[src/sv/npsb_pkg.sv]
// Package with the beat types and codes of the nibble packet script builder.
package npsb_pkg;

    localparam logic [1:0] FUNC_RESTART = 2'd0;
    localparam logic [1:0] FUNC_CHAR    = 2'd1;
    localparam logic [1:0] FUNC_EVENT   = 2'd2;

    localparam logic [1:0] RX_WORD    = 2'd0;
    localparam logic [1:0] RX_NOTHING = 2'd1;

    localparam logic [2:0] KIND_PENDING = 3'd0;
    localparam logic [2:0] KIND_WORD    = 3'd1;
    localparam logic [2:0] KIND_END     = 3'd2;
    localparam logic [2:0] KIND_ERROR   = 3'd3;
    localparam logic [2:0] KIND_EVENT   = 3'd4;

    localparam logic [7:0] CH_NUL   = 8'h00;
    localparam logic [7:0] CH_SPACE = 8'h20;
    localparam logic [7:0] CH_DASH  = 8'h2D;
    localparam logic [7:0] CH_CHECK = 8'h40;
    localparam logic [7:0] CH_INV   = 8'h5E;

    localparam logic [2:0] PHASE_DASH = 3'd0;
    localparam logic [2:0] PHASE_LAST = 3'd4;

    localparam logic [1:0] SLOT_TOP = 2'd3;

    typedef enum logic [1:0] {
        PFX_NONE,
        PFX_INVERT,
        PFX_CHECK
    } prefix_t;

    typedef struct packed {
        logic [1:0]  func;
        logic [7:0]  ch;
        logic [1:0]  rx_status;
        logic [15:0] rx_data;
    } in_beat_t;

    typedef struct packed {
        logic [2:0]  kind;
        logic [15:0] word;
        logic [5:0]  logged_count;
    } out_beat_t;

endpackage

[src/sv/nibble_packet_script_builder_unit.sv]
// Top level of the nibble packet script builder: parser, word builder and result register.
//
// Script characters, receive events and restarts arrive one beat each on the s_ channel; every
// beat gives exactly one result beat on the m_ channel, in the cycle after it is accepted. A new
// beat is taken in every cycle as long as the result register is empty or being drained, so
// the sustained rate is one beat per clock. That figure is set by the parser state, which is
// updated by one pass of nibble-mask and 4-bit add logic per beat, and by the single output
// register, which s_ready follows through m_ready. The log holds no data here: only its fill
// count, capped at LOG_DEPTH, and the last logged word are kept.
module nibble_packet_script_builder_unit
    import npsb_pkg::*;
#(
    parameter int LOG_DEPTH = 32
) (
    input  logic      aclk,
    input  logic      aresetn,
    input  logic      s_valid,
    output logic      s_ready,
    input  in_beat_t  s_data,
    output logic      m_valid,
    input  logic      m_ready,
    output out_beat_t m_data
);

    localparam int CntW = $clog2(LOG_DEPTH + 1);

    logic [15:0]     last_word_reg, last_word_next;
    logic [3:0]      sum_reg, sum_next;
    logic [CntW-1:0] count_reg, count_next;
    logic [2:0]      phase_reg, phase_next;
    prefix_t         prefix_reg, prefix_next;
    logic [15:0]     partial_reg, partial_next;
    logic [15:0]     copy_reg, copy_next;
    logic [15:0]     invert_reg, invert_next;
    logic            target_on_reg, target_on_next;
    logic [3:0]      target_reg, target_next;
    logic [1:0]      slot_reg, slot_next;
    logic            done_reg, done_next;
    logic            error_reg, error_next;
    logic            out_valid_reg, out_valid_next;
    out_beat_t       out_data_reg, out_data_next;

    logic            accept;
    logic [4:0]      hex;
    logic [1:0]      pos;
    logic [15:0]     digit_shifted;
    logic [15:0]     built;
    logic [3:0]      nib_sum;
    logic            log_req;
    logic [15:0]     log_val;
    logic [2:0]      kind;
    logic [15:0]     word;
    logic [CntW+5:0] count_ext;

    // Returns the digit value in the low bits, with the top bit set for a non-hex character.
    function automatic logic [4:0] hex_of(input logic [7:0] c);
        logic [4:0] r;
        r = 5'h10;
        if (c >= 8'h30 && c <= 8'h39) begin
            r = {1'b0, 4'(c - 8'h30)};
        end else if (c >= 8'h41 && c <= 8'h46) begin
            r = {1'b0, 4'(c - 8'h37)};
        end else if (c >= 8'h61 && c <= 8'h66) begin
            r = {1'b0, 4'(c - 8'h57)};
        end
        return r;
    endfunction

    assign s_ready = !out_valid_reg || m_ready;
    assign accept  = s_valid && s_ready;
    assign m_valid = out_valid_reg;
    assign m_data  = out_data_reg;

    assign hex           = hex_of(s_data.ch);
    assign pos           = 2'(PHASE_LAST - phase_reg);
    assign digit_shifted = 16'(hex[3:0]) << {pos, 2'b00};

    always_comb begin
        last_word_next = last_word_reg;
        sum_next       = sum_reg;
        count_next     = count_reg;
        phase_next     = phase_reg;
        prefix_next    = prefix_reg;
        partial_next   = partial_reg;
        copy_next      = copy_reg;
        invert_next    = invert_reg;
        target_on_next = target_on_reg;
        target_next    = target_reg;
        slot_next      = slot_reg;
        done_next      = done_reg;
        error_next     = error_reg;
        kind           = KIND_PENDING;
        word           = 16'd0;
        log_req        = 1'b0;
        log_val        = 16'd0;
        built          = 16'd0;
        nib_sum        = 4'd0;

        unique case (s_data.func)
            FUNC_RESTART: begin
                last_word_next = 16'd0;
                sum_next       = 4'd0;
                count_next     = '0;
                done_next      = 1'b0;
                error_next     = 1'b0;
                phase_next     = PHASE_DASH;
                prefix_next    = PFX_NONE;
                partial_next   = 16'd0;
                copy_next      = 16'd0;
                invert_next    = 16'd0;
                target_on_next = 1'b0;
                target_next    = 4'd0;
                slot_next      = SLOT_TOP;
            end
            FUNC_EVENT: begin
                kind = KIND_EVENT;
                if (s_data.rx_status == RX_WORD) begin
                    log_req = 1'b1;
                    log_val = s_data.rx_data;
                end else if (s_data.rx_status == RX_NOTHING) begin
                    log_req = 1'b1;
                end
            end
            FUNC_CHAR: begin
                priority if (error_reg) begin
                    kind = KIND_ERROR;
                end else if (done_reg) begin
                    kind = KIND_END;
                end else if (phase_reg == PHASE_DASH) begin
                    if (s_data.ch == CH_NUL || s_data.ch == CH_SPACE) begin
                        done_next = 1'b1;
                        kind      = KIND_END;
                    end else if (s_data.ch == CH_DASH) begin
                        phase_next = 3'd1;
                    end else begin
                        error_next = 1'b1;
                        kind       = KIND_ERROR;
                    end
                end else if (prefix_reg == PFX_NONE
                             && (s_data.ch == CH_INV || s_data.ch == CH_CHECK)) begin
                    prefix_next = (s_data.ch == CH_INV) ? PFX_INVERT : PFX_CHECK;
                end else if (hex[4]) begin
                    error_next = 1'b1;
                    kind       = KIND_ERROR;
                end else begin
                    unique case (prefix_reg)
                        PFX_CHECK: begin
                            target_on_next = 1'b1;
                            target_next    = hex[3:0];
                            slot_next      = pos;
                        end
                        PFX_INVERT: begin
                            copy_next   = copy_reg | (~digit_shifted & (16'hF << {pos, 2'b00}));
                            invert_next = invert_reg | digit_shifted;
                        end
                        default: begin
                            partial_next = partial_reg | digit_shifted;
                        end
                    endcase
                    prefix_next = PFX_NONE;
                    if (phase_reg == PHASE_LAST) begin
                        built = (partial_next & ~copy_next) | (copy_next & last_word_reg);
                        built = (built & ~invert_next) | (invert_next & ~last_word_reg);
                        if (target_on_next) begin
                            built[{slot_next, 2'b00} +: 4] = 4'd0;
                        end
                        nib_sum = sum_reg + built[3:0] + built[7:4] + built[11:8]
                                  + built[15:12];
                        if (target_on_next) begin
                            built[{slot_next, 2'b00} +: 4] = target_next - nib_sum;
                            nib_sum = target_next;
                        end
                        sum_next       = nib_sum;
                        word           = built;
                        kind           = KIND_WORD;
                        log_req        = 1'b1;
                        log_val        = built;
                        phase_next     = PHASE_DASH;
                        partial_next   = 16'd0;
                        copy_next      = 16'd0;
                        invert_next    = 16'd0;
                        target_on_next = 1'b0;
                        target_next    = 4'd0;
                        slot_next      = SLOT_TOP;
                    end else begin
                        phase_next = phase_reg + 3'd1;
                    end
                end
            end
            default: begin
            end
        endcase

        if (log_req && count_reg < CntW'(LOG_DEPTH)) begin
            count_next     = count_reg + 1'b1;
            last_word_next = log_val;
        end
    end

    assign count_ext = {6'd0, count_next};

    always_comb begin
        out_data_next.kind         = kind;
        out_data_next.word         = word;
        out_data_next.logged_count = count_ext[5:0];
        if (accept) begin
            out_valid_next = 1'b1;
        end else if (m_ready) begin
            out_valid_next = 1'b0;
        end else begin
            out_valid_next = out_valid_reg;
        end
    end

    always_ff @(posedge aclk) begin
        if (!aresetn) begin
            out_valid_reg <= 1'b0;
            last_word_reg <= 16'd0;
            sum_reg       <= 4'd0;
            count_reg     <= '0;
            phase_reg     <= PHASE_DASH;
            prefix_reg    <= PFX_NONE;
            partial_reg   <= 16'd0;
            copy_reg      <= 16'd0;
            invert_reg    <= 16'd0;
            target_on_reg <= 1'b0;
            target_reg    <= 4'd0;
            slot_reg      <= SLOT_TOP;
            done_reg      <= 1'b0;
            error_reg     <= 1'b0;
        end else begin
            out_valid_reg <= out_valid_next;
            if (accept) begin
                last_word_reg <= last_word_next;
                sum_reg       <= sum_next;
                count_reg     <= count_next;
                phase_reg     <= phase_next;
                prefix_reg    <= prefix_next;
                partial_reg   <= partial_next;
                copy_reg      <= copy_next;
                invert_reg    <= invert_next;
                target_on_reg <= target_on_next;
                target_reg    <= target_next;
                slot_reg      <= slot_next;
                done_reg      <= done_next;
                error_reg     <= error_next;
            end
        end
    end

    always_ff @(posedge aclk) begin
        if (accept) begin
            out_data_reg <= out_data_next;
        end
    end

endmodule

[config.mk]
export PLATFORM = sky130hd
export DESIGN_NAME = nibble_packet_script_builder_unit
export DESIGN_NICKNAME = d
export VERILOG_FILES = /design/src/sv/npsb_pkg.sv /design/src/sv/nibble_packet_script_builder_unit.sv
export SDC_FILE = /design/constraint.sdc
export NUM_CORES = 1
export LEC_CHECK = 0
export ABC_AREA = 1
export BUFFER_PORTS_ARGS = -buffer_cell sky130_fd_sc_hd__buf_2
export CORE_ASPECT_RATIO = 1.5
export CORE_MARGIN = 5
export CORE_UTILIZATION = 42
export DETAILED_ROUTE_END_ITERATION = 8
export PLACE_DENSITY = 0.72
export SLEW_MARGIN = 30
export SYNTH_ARGS = -nofsm -noshare
export SYNTH_HDL_FRONTEND = slang
export SYNTH_SLANG_ARGS = --single-unit
[constraint.sdc]
create_clock -name aclk -period 15.6 [get_ports aclk]
set_input_delay 0.78 -clock aclk [delete_from_list [all_inputs] [get_ports aclk]]
set_output_delay 0.78 -clock aclk [all_outputs]
set_load 0.02 [all_outputs]
==> flow_summary.json <==
{
  "antenna_cells": 0,
  "drtIter0Drc": 457,
  "cts-root-buf": "clkbuf_16",
  "drt_pass1_iterations": 5,
  "cts_max_level": 4,
  "ir_worst_vdd_v": 0.0000755,
  "worstReg2RegStart": "phase_reg[0]",
  "period_share_pct": 45.5,
  "gp_congestion": 0.974,
  "finalSetupTns_ps": 0,
  "drc": 0,
  "dp_hpwl_mm": 13.4,
  "die_x_um": 113,
  "slew_headroom_pct": 40.5,
  "crit_end": "last_word_reg[3]",
  "fp.dieH_um": 164,
  "routedWlPerCell_um": 15.0,
  "fin_crit_ps": 7100,
  "wl_mm": 18.1,
  "final_common_cell": "nand2_1",
  "drive_gt1_share_pct": 12.5,
  "start_util_pct": 42.7,
  "areaGrowthSynthToFinish_pct": 15.7,
  "dieArea_mm2": 0.0185,
  "ys_ff_latch": 114,
  "whs_path_depth": 2,
  "max_freq_ghz": 0.141,
  "grt-ovfl-total": 0,
  "fin_nets": 1057,
  "vias_per_cell": 5.27,
  "arrival_ps": 7440,
  "num_io_pins": 59,
  "leakagePower_uw": 0.00342,
  "rsz0062_at_grt": "no",
  "path_max_fanout": 11,
  "path_clk_slew_ps": 50,
  "crit_required_ps": 15940,
  "cts_tree": "done",
  "vias": 6346,
  "crit_path_start": "s_data[18]",
  "synth_nets": 1009,
  "grt_usage_pct": 19.9,
  "io_buffers": 58,
  "numCtsBuffers": 17,
  "max-cap-violations": 0,
  "yosys.cell_types.count": 38,
  "ys_seq_area_share_pct": 38.0,
  "grt_pass1_vias": 6036,
  "setup_viol": 0,
  "r2r_cells": 30,
  "synth_edf_count": 25,
  "grt_pass1_wl_mm": 29.5,
  "final_cell_mix": "190 x nand2_1, 132 x nor2_1, 125 x a21oi_1",
  "stdcell_count": 1205,
  "antenna_found_initial": 0,
  "slowest_delay_ps": 560,
  "clock_path_buffers": 2,
  "worst-r2r-setup-slack_ps": 8540,
  "synthCells": 941,
  "yosys_warnings": 0,
  "syn_area_per_cell_um2": 7.08,
  "critical_path.slowest_cell": "nor3_1",
  "placed_cells": 1173,
  "core_area_mm2": 0.0156,
  "ant_nets": 0,
  "endpoint_kind": "flip-flop",
  "synth_area_mm2": 0.00667,
  "synth-async-reset-ratio_pct": 0,
  "row_count": 56,
  "path_class": "in2reg",
  "reg2reg_to": "last_word_reg[3]",
  "clk_latency_ps": 410,
  "powerDensity_mw_per_mm2": 103,
  "largest_register_ffs": 25,
  "crit_top_cell": "nand2_1",
  "cts.sink_count": 114,
  "ctsHoldBuffers": 0,
  "worstMarginPinSlew_ps": 892,
  "grt_max_degree": 81,
  "final_hold_viol_count": 0,
  "hp-class": "reg2reg",
  "start_kind": "input pin",
  "clock_skew_ps": 10.1,
  "status": "complete, no violations",
  "yosys_most_used_dff": "dfxtp_1",
  "drv_slew": 0,
  "postCtsSetupRepairBufs": 0,
  "ctsResizeCount": 0
}
## layout make-up
cell class / instances / area, um^2
clock buffers: 24 / 536
clock inverters: 8 / 58.8
fillers: 1541 / 7910
inverters: 135 / 508
multi-input cells: 659 / 3500
flip-flops and latches: 114 / 2530
well taps: 203 / 254
repair buffers: 62 / 320
## Yosys cell counts (2+ instances only)
| cell | instances | area [um^2] |
|---|---|---|
| xnor2_1 | 3 | 26.3 |
| nand2_2 | 5 | 31.3 |
| o211ai_1 | 7 | 52.6 |
| nand3_2 | 2 | 20.0 |
| a22oi_1 | 20 | 150 |
| o21ai_1 | 15 | 75.1 |
| a211oi_1 | 5 | 37.5 |
| nor3_1 | 21 | 105 |
| dfxtp_1 | 89 | 1780 |
| nand2_1 | 190 | 713 |
| nand3_1 | 23 | 115 |
| fa_1 | 9 | 180 |
| nand4_4 | 2 | 42.5 |
| ha_1 | 27 | 338 |
| nor2_1 | 132 | 495 |
| nor2_2 | 2 | 12.5 |
| inv_1 | 126 | 473 |
| clkbuf_1 | 21 | 78.8 |
| clkinv_1 | 3 | 11.3 |
| xor2_1 | 4 | 35.0 |
| nand4_1 | 4 | 25.0 |
| nand4_2 | 3 | 37.5 |
| a21oi_2 | 3 | 26.3 |
| buf_2 | 4 | 20.0 |
| o21bai_1 | 7 | 52.6 |
| o22ai_1 | 2 | 12.5 |
| o21bai_2 | 3 | 33.8 |
| inv_2 | 6 | 22.5 |
| buf_1 | 7 | 26.3 |
| o21ai_0 | 40 | 200 |
| edfxtp_1 | 25 | 751 |
| a21oi_1 | 125 | 626 |
## metrics by stage
step	setup WS [ps]	util [%]	instance area [um^2]	hold WS [ps]	power, uW
final	8500	49.4	7710	463	793
after global routing	8040	49.4	7710	493	821
after CTS	8550	49.3	7710	463	795
after detailed placement	8160	45.5	7120	455	414
after global placement	8180	45.5	7110	457	413
after floorplan	9420	-	6670	424	385
## kinds of logic (layout without fill, tap and decap cells)
| group | Yosys count | count (layout) | share of synthesized area [%] |
|---|---|---|---|
| AO/OA/AOI/OAI | 230 | 230 | 19.5 |
| XOR/XNOR | 7 | 7 | 0.920 |
| adder cells (fa/ha/maj) | 36 | 36 | 7.77 |
| AND/OR/NAND/NOR | 386 | 386 | 24.2 |
| flip-flops | 114 | 114 | 38.0 |
| buffers and inverters | 168 | 229 | 9.65 |
## worst max-delay path, delay by kind of cell
family	cells	cell delay, ps
compound gates	7	1210
simple gates	15	2010
fa+ha+maj	7	2680
xor+xnor	1	210
buf+inv	7	510
## worst min-delay path by stage
stage                            from           to  slack, ps
after CTS                  sum_reg[1]   sum_reg[1]        460
after detailed placement   sum_reg[1]   sum_reg[1]        460
after floorplan           slot_reg[1]  slot_reg[1]        420
after global placement     sum_reg[1]   sum_reg[1]        460
final                      sum_reg[1]   sum_reg[1]        460
after global routing       sum_reg[0]   sum_reg[0]        490
## where the power goes
part	leakage, uW	switching, uW	internal [uW]	total, uW
combinational	0.00215	69.4	27.5	96.9
clock	0.000294	143	241	385
sequential	0.000972	3.17	308	311
total	0.00342	216	577	793
## routing by layer
metal	global-route usage [%]	part of all wire, %	up-vias
met5	0	0	-
met3	3.98	5.5	49
met4	10.2	4.1	0
met2	35.3	51	196
met1	22.4	39	2947
li1	-	-	3154
Power figures use the tool's default switching activity.
